**src/design/rlcm_pkg.sv**
```systemverilog
// Package for the running LCM block: widths, shared types and the sequencer states.
// No dependencies; every design file imports it.
package rlcm_pkg;

  // Bits of the period that take part; the rest of the item is ignored.
  localparam int PERIOD_WIDTH = 32;
  // Width of the accumulator and of the saturation limit.
  localparam int RESULT_WIDTH = 64;
  // Port widths, fixed by the item format.
  localparam int S_DATA_W     = 32;
  localparam int M_DATA_W     = 64;
  // The multiplier works on halves of this size of the multiplicand.
  localparam int HALF_W       = 32;
  localparam int PROD_W       = 2 * HALF_W + PERIOD_WIDTH;
  localparam int PP_W         = HALF_W + PERIOD_WIDTH;
  // Divider bit counter must hold RESULT_WIDTH itself.
  localparam int DIV_CNT_W    = $clog2(RESULT_WIDTH + 1);

  typedef logic [RESULT_WIDTH-1:0] res_t;
  typedef logic [PERIOD_WIDTH-1:0] per_t;

  localparam res_t RES_MAX = '1;

  typedef enum logic [2:0] {
    ST_IDLE,
    ST_GCD,
    ST_QUO,
    ST_MUL,
    ST_DONE
  } state_t;

endpackage

```
**src/design/rlcm_div.sv**
```systemverilog
// Restoring divider, one quotient bit a cycle, shared for Euclid remainders and the quotient.
// Depends on rlcm_pkg.
module rlcm_div (
  input  logic                clk,
  input  logic                rst,
  input  logic                start,
  input  rlcm_pkg::res_t      dividend,
  input  rlcm_pkg::res_t      divisor,
  output logic                done,
  output rlcm_pkg::res_t      quotient,
  output rlcm_pkg::res_t      remainder
);
  import rlcm_pkg::*;

  logic                 busy;
  logic [DIV_CNT_W-1:0] cnt;
  res_t                 quo;
  res_t                 rem;
  res_t                 dvs;

  logic [RESULT_WIDTH:0]   trial;
  logic [RESULT_WIDTH+1:0] diff;
  logic                    fits;
  res_t                    rem_next;

  // One trial subtraction of the shifted partial remainder.
  always_comb begin
    trial    = {rem, quo[RESULT_WIDTH-1]};
    diff     = {1'b0, trial} - {2'b00, dvs};
    fits     = !diff[RESULT_WIDTH+1];
    rem_next = fits ? diff[RESULT_WIDTH-1:0] : trial[RESULT_WIDTH-1:0];
  end

  // Control: bit counter, busy and the completion pulse.
  always_ff @(posedge clk) begin
    if (rst) begin
      busy <= 1'b0;
      cnt  <= '0;
      done <= 1'b0;
    end else begin
      done <= 1'b0;
      if (start) begin
        busy <= 1'b1;
        cnt  <= DIV_CNT_W'(RESULT_WIDTH);
      end else if (busy) begin
        cnt <= cnt - DIV_CNT_W'(1);
        if (cnt == DIV_CNT_W'(1)) begin
          busy <= 1'b0;
          done <= 1'b1;
        end
      end
    end
  end

  // Datapath: the dividend shifts out at the top as quotient bits shift in.
  always_ff @(posedge clk) begin
    if (start) begin
      quo <= dividend;
      rem <= '0;
      dvs <= divisor;
    end else if (busy) begin
      quo <= {quo[RESULT_WIDTH-2:0], fits};
      rem <= rem_next;
    end
  end

  assign quotient  = quo;
  assign remainder = rem;

  // A division is never started on a zero divisor or over a running one.
  a_div_nonzero: assert property (@(posedge clk) disable iff (rst)
    start |-> divisor != '0) else $error("division started with a zero divisor");
  a_div_idle: assert property (@(posedge clk) disable iff (rst)
    start |-> !busy) else $error("division started while busy");
  a_div_done: assert property (@(posedge clk) disable iff (rst)
    done |-> $past(busy) && !busy) else $error("done without a running division");

endmodule

```
**src/design/rlcm_mul.sv**
```systemverilog
// Two-step multiplier: one PERIOD_WIDTH x HALF_W multiplier used for each half of the quotient.
// Depends on rlcm_pkg.
module rlcm_mul (
  input  logic                        clk,
  input  logic                        rst,
  input  logic                        start,
  input  rlcm_pkg::res_t              mcand,
  input  rlcm_pkg::per_t              mplier,
  output logic                        done,
  output logic [rlcm_pkg::PROD_W-1:0] product
);
  import rlcm_pkg::*;

  logic [1:0]          step;
  logic [2*HALF_W-1:0] q_ext;
  per_t                p_r;
  logic [PP_W-1:0]     lo_pp;
  logic [PP_W-1:0]     hi_pp;
  logic [HALF_W-1:0]   m_a;
  logic [PP_W-1:0]     m_out;

  // The shared multiplier takes the low half first, then the high half.
  always_comb begin
    m_a   = step[1] ? q_ext[2*HALF_W-1:HALF_W] : q_ext[HALF_W-1:0];
    m_out = PP_W'(m_a) * PP_W'(p_r);
  end

  // Step sequencing: step[0] is the low half, step[1] the high half.
  always_ff @(posedge clk) begin
    if (rst) begin
      step <= '0;
      done <= 1'b0;
    end else begin
      done <= 1'b0;
      if (start) begin
        step <= 2'b01;
      end else if (step[0]) begin
        step <= 2'b10;
      end else if (step[1]) begin
        step <= 2'b00;
        done <= 1'b1;
      end
    end
  end

  // Operand capture and partial product registers.
  always_ff @(posedge clk) begin
    if (start) begin
      q_ext <= (2*HALF_W)'(mcand);
      p_r   <= mplier;
    end
    if (step[0]) begin
      lo_pp <= m_out;
    end
    if (step[1]) begin
      hi_pp <= m_out;
    end
  end

  // Partial products combined once both are held.
  assign product = PROD_W'({hi_pp, {HALF_W{1'b0}}}) + PROD_W'(lo_pp);

  a_mul_step: assert property (@(posedge clk) disable iff (rst)
    $onehot0(step)) else $error("multiplier in two steps at once");
  a_mul_start: assert property (@(posedge clk) disable iff (rst)
    start |-> step == 2'b00) else $error("multiply started while busy");
  a_mul_done: assert property (@(posedge clk) disable iff (rst)
    done |-> $past(step[1])) else $error("multiply done out of sequence");

endmodule

```
**src/design/running_lcm_of_periods.sv**
```systemverilog
// Top level of the running LCM (hyperperiod) block: sequencer, accumulator and output register.
// Depends on rlcm_pkg, rlcm_div and rlcm_mul.
//
// Each item carries a task period and a start flag and returns one item with the running least
// common multiple and a sticky overflow flag. A start item loads its period and clears the flag.
// Start items, zero periods, items while the flag is set and the first period into an empty
// accumulator skip the calculation and go straight to the output state. Any other item runs
// Euclid's algorithm on the single shared divider, up to about 47 divisions for 32-bit periods,
// then divides the accumulator by the gcd, multiplies that quotient by the period in the
// two-step multiplier and loads the output register.
// The input is not ready while an item is being worked on; a finished result waits in the output
// register, so the next item can be taken before it is collected.
module running_lcm_of_periods (
  input  logic        clk,
  input  logic        rst,
  input  logic        s_tvalid,
  output logic        s_tready,
  input  logic [31:0] s_tdata,   // [31:0] period
  input  logic [0:0]  s_tuser,   // [0] start_req
  output logic        m_tvalid,
  input  logic        m_tready,
  output logic [63:0] m_tdata,   // [63:0] lcm_value
  output logic [0:0]  m_tuser    // [0] overflow
);
  import rlcm_pkg::*;

  state_t state;
  state_t state_next;

  res_t   acc;
  logic   ovf;
  res_t   gy;
  per_t   p_r;

  logic   s_acc;
  per_t   p_in;
  logic   need_calc;
  logic   out_free;

  logic   div_start;
  res_t   div_a;
  res_t   div_b;
  logic   div_done;
  res_t   div_quo;
  res_t   div_rem;

  logic              mul_start;
  logic              mul_done;
  logic [PROD_W-1:0] mul_prod;
  logic              prod_ovf;

  // Input decode.
  assign s_tready  = (state == ST_IDLE);
  assign s_acc     = s_tvalid && s_tready;
  assign p_in      = s_tdata[PERIOD_WIDTH-1:0];
  assign need_calc = !s_tuser[0] && (p_in != '0) && (acc != '0) && !ovf;
  assign out_free  = !m_tvalid || m_tready;
  assign prod_ovf  = |mul_prod[PROD_W-1:RESULT_WIDTH];

  // Shared units.
  rlcm_div u_div (
    .clk       (clk),
    .rst       (rst),
    .start     (div_start),
    .dividend  (div_a),
    .divisor   (div_b),
    .done      (div_done),
    .quotient  (div_quo),
    .remainder (div_rem)
  );

  rlcm_mul u_mul (
    .clk     (clk),
    .rst     (rst),
    .start   (mul_start),
    .mcand   (div_quo),
    .mplier  (p_r),
    .done    (mul_done),
    .product (mul_prod)
  );

  // Next state.
  always_comb begin
    state_next = state;
    unique case (state)
      ST_IDLE: begin
        if (s_acc) begin
          state_next = need_calc ? ST_GCD : ST_DONE;
        end
      end
      ST_GCD: begin
        if (div_done && (div_rem == '0)) begin
          state_next = ST_QUO;
        end
      end
      ST_QUO: begin
        if (div_done) begin
          state_next = ST_MUL;
        end
      end
      ST_MUL: begin
        if (mul_done) begin
          state_next = ST_DONE;
        end
      end
      ST_DONE: begin
        if (out_free) begin
          state_next = ST_IDLE;
        end
      end
      default: state_next = ST_IDLE;
    endcase
  end

  // Unit commands and operand selection.
  always_comb begin
    div_start = 1'b0;
    div_a     = acc;
    div_b     = gy;
    mul_start = 1'b0;
    unique case (state)
      ST_IDLE: begin
        // First Euclid step: period mod accumulator.
        div_start = s_acc && need_calc;
        div_a     = RESULT_WIDTH'(p_in);
        div_b     = acc;
      end
      ST_GCD: begin
        if (div_done) begin
          div_start = 1'b1;
          if (div_rem != '0) begin
            div_a = gy;
            div_b = div_rem;
          end else begin
            // gcd found in gy: divide the accumulator by it.
            div_a = acc;
            div_b = gy;
          end
        end
      end
      ST_QUO: begin
        mul_start = div_done;
      end
      ST_MUL, ST_DONE: begin
        div_start = 1'b0;
      end
      default: begin
        div_start = 1'b0;
      end
    endcase
  end

  always_ff @(posedge clk) begin
    if (rst) begin
      state <= ST_IDLE;
    end else begin
      state <= state_next;
    end
  end

  // Accumulator and overflow flag.
  always_ff @(posedge clk) begin
    if (rst) begin
      acc <= '0;
      ovf <= 1'b0;
    end else if (s_acc) begin
      if (s_tuser[0]) begin
        acc <= RESULT_WIDTH'(p_in);
        ovf <= 1'b0;
      end else if ((p_in != '0) && (acc == '0)) begin
        acc <= RESULT_WIDTH'(p_in);
      end
    end else if ((state == ST_MUL) && mul_done) begin
      if (prod_ovf) begin
        acc <= RES_MAX;
        ovf <= 1'b1;
      end else begin
        acc <= mul_prod[RESULT_WIDTH-1:0];
      end
    end
  end

  // Euclid working value and the held period.
  always_ff @(posedge clk) begin
    if (s_acc) begin
      p_r <= p_in;
      gy  <= acc;
    end else if ((state == ST_GCD) && div_done && (div_rem != '0)) begin
      gy <= div_rem;
    end
  end

  // Output register: loaded when the result is ready and the slot is free.
  always_ff @(posedge clk) begin
    if (rst) begin
      m_tvalid <= 1'b0;
    end else if ((state == ST_DONE) && out_free) begin
      m_tvalid <= 1'b1;
    end else if (m_tready) begin
      m_tvalid <= 1'b0;
    end
  end

  always_ff @(posedge clk) begin
    if ((state == ST_DONE) && out_free) begin
      m_tdata    <= M_DATA_W'(acc);
      m_tuser[0] <= ovf;
    end
  end

  // Overflow always comes with a saturated accumulator, and Euclid never divides by zero.
  a_ovf_sat: assert property (@(posedge clk) disable iff (rst)
    ovf |-> acc == RES_MAX) else $error("overflow flag without saturated accumulator");
  a_gcd_nonzero: assert property (@(posedge clk) disable iff (rst)
    (state == ST_GCD) |-> gy != '0) else $error("Euclid working value is zero");
  a_out_sat: assert property (@(posedge clk) disable iff (rst)
    (m_tvalid && m_tuser[0]) |-> m_tdata == M_DATA_W'(RES_MAX))
    else $error("overflow item without saturated value");

endmodule
```
**config.mk**
```make
export PLATFORM = sky130hd
export DESIGN_NAME = running_lcm_of_periods
export DESIGN_NICKNAME = d
export VERILOG_FILES = /design/src/design/rlcm_pkg.sv /design/src/design/rlcm_div.sv /design/src/design/rlcm_mul.sv /design/src/design/running_lcm_of_periods.sv
export SDC_FILE = /design/constraint.sdc
export NUM_CORES = 2
export LEC_CHECK = 0
export BUFFER_PORTS_ARGS = -buffer_cell sky130_fd_sc_hd__buf_2
export CAP_MARGIN = 5
export CORE_ASPECT_RATIO = 0.5
export CORE_MARGIN = 1.5
export CORE_UTILIZATION = 50
export DETAILED_ROUTE_END_ITERATION = 8
export MAX_ROUTING_LAYER = met4
export PLACE_DENSITY = 0.66
export REMOVE_ABC_BUFFERS = 1
export SETUP_SLACK_MARGIN = 0.4
export SYNTH_ARGS = -nofsm -noshare
export SYNTH_HDL_FRONTEND = slang
export SYNTH_SLANG_ARGS = --single-unit
export TNS_END_PERCENT = 30
```
**constraint.sdc**
```tcl
create_clock -name clk -period 31.7 [get_ports clk]
set_input_delay 3.17 -clock clk [delete_from_list [all_inputs] [get_ports clk]]
set_output_delay 3.17 -clock clk [all_outputs]
set_load 0.02 [all_outputs]
```
# After elaboration in Yosys (flattened, before gate mapping)
# Cells that the tools add are included.
word_totals:
  regBits: 658
  in_bits: 37
  elab_cells: 116
  out_inout_bits: 67
op_classes:
  muxes: 42
  n_eq_ne: 12
  n_reduce_logical: 35
  n_addsub: 3
  multipliers: 1
  n_bitwise: 1
ops:
  columns: ["cell", "count"]
  rows:
  - ["$mux W64", 14]
  - ["$pmux W64 S2", 2]
  - ["$logic_not A64 Y1", 2]
  - ["$reduce_bool A64 Y1", 2]
  - ["$add A96 B64 Y96", 1]
  - ["$sub A65 B64 Y66", 1]
  - ["$mul A32 B32 Y64", 1]
  - ["$mux W32", 1]
  - ["$reduce_bool A32 Y1", 1]
  - ["$reduce_or A32 Y1", 1]
  - ["$mux W3", 6]
  - ["$pmux W3 S5", 1]
  - ["$mux W1", 14]
  - ["$mux W7", 2]
  - ["$logic_and A1 B1 Y1", 11]
  - ["$reduce_bool A2 Y1", 5]
  - ["$eq A7 B1 Y1 const B", 1]
  - ["$sub A7 B1 Y7 const B", 1]
  - ["$eq A3 B2 Y1 const B", 2]
  - ["$ne A2 B1 Y1 const B", 3]
  - ["$ne A2 B2 Y1 const B", 3]
  - ["$reduce_or A3 Y1", 2]
  - ["$reduce_and A5 Y1", 1]
  - ["$logic_not A1 Y1", 4]
  - ["other kinds (11)", 12]

# Logic depth before layout (Yosys ltp)
logic_depth:
  depth_word: 7
  mapped_depth: 32
  depth_no_buf: 28

# Modules after synthesis
# A second synthesis with hierarchy kept.
hier_totals:
  cells_unflattened: 6850
  area_unflattened_um2: 67471.0
by_module_without_submodules:
  columns: ["mod", "area_per_inst_um2", "cells_per_inst", "seq_area_each_um2", "instances"]
  rows:
  - ["rlcm_mul", 43596.8, 4411, 6786.5, 1]
  - ["running_lcm_of_periods", 12004.0, 1212, 6216.0, 1]
  - ["rlcm_div", 11870.1, 1227, 5305.1, 1]

# Worst setup path before layout
# OpenSTA, ideal clock, no wires.
synth_timing:
  kind: "reg2reg"
  start: "reg u_mul.step[1]"
  end: "reg u_mul.hi_pp[60] (data pin)"
  setup_ns: 0.270
  path_stages_with_launch: 30
  setup_slack_ns: 21.644
  n_path_buf: 4
  period_less_slack_ns: 10.056
  required_ns: 31.430
  arrival_time_ns: 9.786
  cell_sequence: "dfxtp_1 clkbuf_1 clkbuf_1 mux2_2 clkbuf_1 and2_1 fa_1 inv_1 fa_1 inv_1 fa_1 inv_1 fa_1 inv_1 fa_1 fa_1 fa_1 fa_1 ha_1 clkbuf_1 a21o_1 a21oi_1 nor2b_1 a221o_1 a2111oi_0 o21ai_0 o21ai_0 o211ai_1 nor4b_1 or3_1"
synth_between:
  elab_chain_cells: 2
synth_lines:
  columns: ["item", "line", "source"]
  rows:
  - ["from (decl)", "rlcm_mul.sv:14", "logic [1:0] step;"]
  - ["from (signal assigned)", "rlcm_mul.sv:31", "step <= '0;"]
  - ["from (signal assigned)", "rlcm_mul.sv:36", "step <= 2'b01;"]
  - ["from (signal assigned)", "rlcm_mul.sv:38", "step <= 2'b10;"]
  - ["$mux W32", "rlcm_mul.sv:24", "m_a = step[1] ? q_ext[2*HALF_W-1:HALF_W] : q_ext[HALF_W-1:0];"]
  - ["$mul A32 B32 Y64", "rlcm_mul.sv:25", "m_out = PP_W'(m_a) * PP_W'(p_r);"]
  - ["via u_mul.m_out[60]", "rlcm_mul.sv:20", "logic [PP_W-1:0] m_out;"]
  - ["to (signal assigned)", "rlcm_mul.sv:56", "hi_pp <= m_out;"]
  - ["to (decl)", "rlcm_mul.sv:18", "logic [PP_W-1:0] hi_pp;"]
# The timed path passes the listed nets, and every way through them passes these cells.
# A chain may end at the register's enable or synchronous reset.

# Worst setup path in the final report
layout_timing:
  start: "reg u_mul.step[1]"
  end: "reg u_mul.lo_pp[44] (data pin)"
layout_between:
  elab_chain_cells: 2
layout_lines:
  columns: ["item", "line", "source"]
  rows:
  - ["$mux W32", "rlcm_mul.sv:24", null]
  - ["$mul A32 B32 Y64", "rlcm_mul.sv:25", null]
  - ["via u_mul.m_out[44]", "rlcm_mul.sv:20", null]
  - ["to (signal assigned)", "rlcm_mul.sv:53", "lo_pp <= m_out;"]
  - ["to (decl)", "rlcm_mul.sv:17", "logic [PP_W-1:0] lo_pp;"]
# The timed path passes the listed nets, and every way through them passes these cells.

==> metrics <==
setup slack, reg-to-reg about 21 ns; FF+latch count, synth 658; clock tree root buffer cell sky130_fd_sc_hd__clkbuf_16; maximum number of pins on one net before global-route repair ~110; number of synthesis warnings 0; core box area 130000 um^2; layer with the highest usage after global routing met2; Max Clock Freq between 90 and 100 MHz; number of library cell types mapped by synthesis 80; pwr/cell area about 45 nW/um^2; routed via count divided by cell count a little over 6; routability congestion estimate from global placement approximately 1; Detailed Route Iter0 Violations between 5000 and 6000; Clock H-tree levels 3; share of the clock period used by the worst path 0.334; worst vdd rail ir drop around 56 uV; aggregate routed wire length ~210000 um; post-synthesis async set-or-reset flop share 0; hold path startpoint p_r[0]; dominant combinational cell family by area after synthesis adder cells; commonest non-fill, non-tap cell in the layout sky130_fd_sc_hd__inv_1; cell area after placement about 68000 um^2; leading cell types by total area after synthesis sky130_fd_sc_hd__fa_1 (27%), sky130_fd_sc_hd__edfxtp_1 (23%), sky130_fd_sc_hd__ha_1 (6.8%); max-cap violations 0; worst min-delay path endpoint u_mul.p_r[0]; count of endpoints failing hold in the final timing report 0; Worst EP required 32.06 ns; post-route clock skew about 0.042 ns; Clock Sinks about 660; M1 GR Usage 0.452; Synth Flop Type sky130_fd_sc_hd__edfxtp_1; Non-Filler Cell Area, Final 70300 um^2; number of buffers added for setup after CTS 0; Worst-Margin Slew 1.14 ns; overall die height 260 um; setup repair after global routing missed its margin false; clock-pin slew of the registers on the worst-case setup and hold paths 0.06 ns; FF-to-FF End u_mul.lo_pp[44]; Starting Density 0.508; Yosys top cell by area sky130_fd_sc_hd__fa_1; antenna violations before repair 8; wire per inst 24.9 um; share of synthesized cell area in and, or, nand and nor gates 0.160; total power after layout 3.16 mW; # DRC 0; post-layout instance count excluding filler cells 8481; Synth Area in XOR/XNOR 0.0210; clk buf depth 3; horizontal extent of the die about 520 um; Hold Buf Count CTS 0; reported leakage power about 31 nW; estimated wirelength of the detail-placed design 158000 um; Die Outline Area ~130000 um^2; clock latency of the later-clocked register in the worst-skew pair roughly 0.67 ns; worst-path maximum fanout 55; CTS tree built; WHS 0.405 ns; critical register-to-register path startpoint u_mul.step[1]; Placed Instances approximately 8300; routing usage on met3 0.0481; Hold Path Stages 0; number of detailed-route iterations in the first pass 8; share of the synthesized area in the top cell type 0.273; number of flops mapped to enable cells by yosys slightly above 500; commonest cells after routing, fill and taps aside sky130_fd_sc_hd__inv_1 (962), sky130_fd_sc_hd__nand2_1 (920), sky130_fd_sc_hd__fa_1 (898); post-synthesis compound-gate area fraction 0.111; via count of the first global-routing pass about 53000; adder-cell share of the synthesized area 0.341; minimum clock period after layout about 11 ns; Final Max Tran Viols 0; Fin Setup TNS 0 ns; crit path launch type flip-flop; net total in the final layout 7951; GR Overflow Total 0; count of pins on the block boundary roughly 100; remaining number of nets flagged by the antenna check after routing 0; GRT Total Usage 0.331; number of cells on the worst reg-to-reg path 25; fraction of final layout cells with drive strength greater than 1 0.0588; area grow syn2layout 6.61%; met2 track demand over resource 0.503; number of endpoints failing setup at the final stage 0; number of clock buffers inserted by TritonCTS ~70; WP data arrival ~11 ns; Relative slew margins 0.241; cells after synthesis between 6000 and 7000; share of synthesized area spent on multiplexers 0.0114; worst setup path category flip-flop to flip-flop; post-CTS sizing 0; register area share after synthesis 0.278; crit end category flip-flop; global-route wire length before repair 325000 um; Min-Delay Path Class flip-flop to flip-flop; summed instance area of the synthesized netlist between 60000 and 70000 um^2; Std-Cell Rows slightly above 90; via count between 50000 and 60000; outcome completed; Avg Cell Area, Syn between 9 and 10 um^2; PortBufs a little over 100
-- power breakdown --
| group | leakage [nW] | internal (mW) | switching [mW] |
|---|---|---|---|
| Combinational | 24.0 | 0.370 | 0.662 |
| Sequential | 5.98 | 1.08 | 0.169 |
| Clock | 1.16 | 0.487 | 0.386 |
-- metrics by stage --
| step | utilization | worst slack (ns) |
|---|---|---|
| 2_1_floorplan | - | 12.67 |
| 3_3_place_gp | 0.523 | 21.44 |
| 3_5_place_dp | 0.523 | 21.30 |
| 4_1_cts | 0.542 | 21.28 |
| 5_1_grt | 0.542 | 20.69 |
| 6_report | 0.542 | 21.12 |
-- synth_stat cells (8+ instances only) --
| master | count |
|---|---|
| sky130_fd_sc_hd__nor4_1 | 55 |
| sky130_fd_sc_hd__a41oi_1 | 12 |
| sky130_fd_sc_hd__or2_2 | 14 |
| sky130_fd_sc_hd__o21a_1 | 18 |
| sky130_fd_sc_hd__o211ai_1 | 19 |
| sky130_fd_sc_hd__o21ai_0 | 175 |
| sky130_fd_sc_hd__nor3_1 | 46 |
| sky130_fd_sc_hd__xnor2_1 | 102 |
| sky130_fd_sc_hd__fa_1 | 898 |
| sky130_fd_sc_hd__edfxtp_1 | 513 |
| sky130_fd_sc_hd__a221o_1 | 29 |
| sky130_fd_sc_hd__nand2_1 | 924 |
| sky130_fd_sc_hd__a311oi_1 | 9 |
| sky130_fd_sc_hd__inv_1 | 963 |
| sky130_fd_sc_hd__clkbuf_1 | 384 |
| sky130_fd_sc_hd__a21o_1 | 127 |
| sky130_fd_sc_hd__a221oi_1 | 11 |
| sky130_fd_sc_hd__and3_1 | 25 |
| sky130_fd_sc_hd__nand3_1 | 46 |
| sky130_fd_sc_hd__a211o_1 | 9 |
| sky130_fd_sc_hd__a22o_1 | 33 |
| sky130_fd_sc_hd__mux2_2 | 34 |
| sky130_fd_sc_hd__a31oi_1 | 59 |
| sky130_fd_sc_hd__or3_1 | 9 |
| sky130_fd_sc_hd__dfxtp_1 | 145 |
| sky130_fd_sc_hd__xor2_1 | 56 |
| sky130_fd_sc_hd__o21bai_1 | 18 |
| sky130_fd_sc_hd__nor2b_1 | 26 |
| sky130_fd_sc_hd__nor4b_1 | 9 |
| sky130_fd_sc_hd__o31ai_1 | 46 |
| sky130_fd_sc_hd__nand4_1 | 72 |
| sky130_fd_sc_hd__a211oi_1 | 21 |
| sky130_fd_sc_hd__a21oi_1 | 346 |
| sky130_fd_sc_hd__mux2i_1 | 37 |
| sky130_fd_sc_hd__ha_1 | 361 |
| sky130_fd_sc_hd__buf_1 | 17 |
| sky130_fd_sc_hd__o22ai_1 | 131 |
| sky130_fd_sc_hd__nor3b_1 | 9 |
| sky130_fd_sc_hd__nor2_1 | 227 |
| sky130_fd_sc_hd__nand2b_1 | 33 |
| sky130_fd_sc_hd__and2_1 | 626 |
| sky130_fd_sc_hd__a21boi_0 | 8 |
-- state kept, by name, indices dropped and copies added (netlist names), 2 cells and up --
register and flops:
m_tdata 64, p_r 32, u_div.dvs 64, u_mul.p_r 32, acc 64, u_mul.q_ext 64, gy 64, u_mul.lo_pp 64
u_div.cnt 7, u_mul.step 2, u_mul.hi_pp 64, state 3, u_div.quotient 64, u_div.remainder 64
-- how the worst max path moves through the flow --
stage / end / slack [ns] / from / depth (start not counted)
6_report: u_mul.lo_pp[44] / 21.12 / u_mul.step[1] / 25
2_1_floorplan: u_div.remainder[62] / 12.67 / state[0] / 10
3_5_place_dp: u_mul.hi_pp[60] / 21.30 / u_mul.step[1] / 25
3_3_place_gp: u_mul.hi_pp[60] / 21.44 / u_mul.step[1] / 25
4_1_cts: u_mul.hi_pp[60] / 21.28 / u_mul.step[1] / 25
5_1_grt: u_mul.lo_pp[60] / 20.69 / u_mul.step[1] / 25
-- logic make-up (layout without fill, tap and decap cells) --
kind of cell,count (synthesis),after routing
adder cells (fa/ha/maj),1259,1259
multiplexers,71,71
AO/OA/AOI/OAI,1136,1136
buffers and inverters,1374,1289
AND/OR/NAND/NOR,2143,2143
flip-flops,658,658
other,0,10
XOR/XNOR,158,158
-- critical path, cell delays in order, from the launching register on --
cell	delay (ns)
sky130_fd_sc_hd__dfxtp_4	0.80
sky130_fd_sc_hd__buf_4	0.81
sky130_fd_sc_hd__mux2_2	0.70
sky130_fd_sc_hd__and2_1	0.32
sky130_fd_sc_hd__fa_1	0.49
sky130_fd_sc_hd__fa_1	0.40
sky130_fd_sc_hd__fa_1	0.49
sky130_fd_sc_hd__inv_1	0.05
sky130_fd_sc_hd__fa_1	0.47
sky130_fd_sc_hd__inv_1	0.05
sky130_fd_sc_hd__fa_1	0.46
sky130_fd_sc_hd__ha_1	0.30
sky130_fd_sc_hd__fa_1	0.50
sky130_fd_sc_hd__fa_1	0.42
sky130_fd_sc_hd__ha_1	0.39
sky130_fd_sc_hd__nand3_1	0.20
sky130_fd_sc_hd__nor3_1	0.31
sky130_fd_sc_hd__a31oi_1	0.13
sky130_fd_sc_hd__a21oi_1	0.33
sky130_fd_sc_hd__a41oi_1	0.37
sky130_fd_sc_hd__o41ai_1	0.78
sky130_fd_sc_hd__a221o_1	0.34
sky130_fd_sc_hd__a221oi_1	0.16
sky130_fd_sc_hd__o31ai_1	0.25
sky130_fd_sc_hd__a21oi_1	0.12
sky130_fd_sc_hd__xnor2_1	0.55
-- final cells by class --
cell class / instances / area (um^2)
Clock buffer: 89 / 1870
Clock inverter: 44 / 547
Timing Repair Buffer: 191 / 1180
Fill cell: 11500 / 59400
Antenna cell: 10 / 25.0
Tap cell: 1757 / 2200
Multi-Input combinational cell: 4767 / 42500
Sequential cell: 658 / 18300
Inverter: 965 / 3630
-- routing by layer --
metal | vias up | wire, um
met5 | - | 0
met2 | 2665 | 94700
met3 | 415 | 19900
met4 | 0 | 8220
li1 | 22000 | -
met1 | 26100 | 88700
No activity file was read; power rests on OpenSTA's default activity.
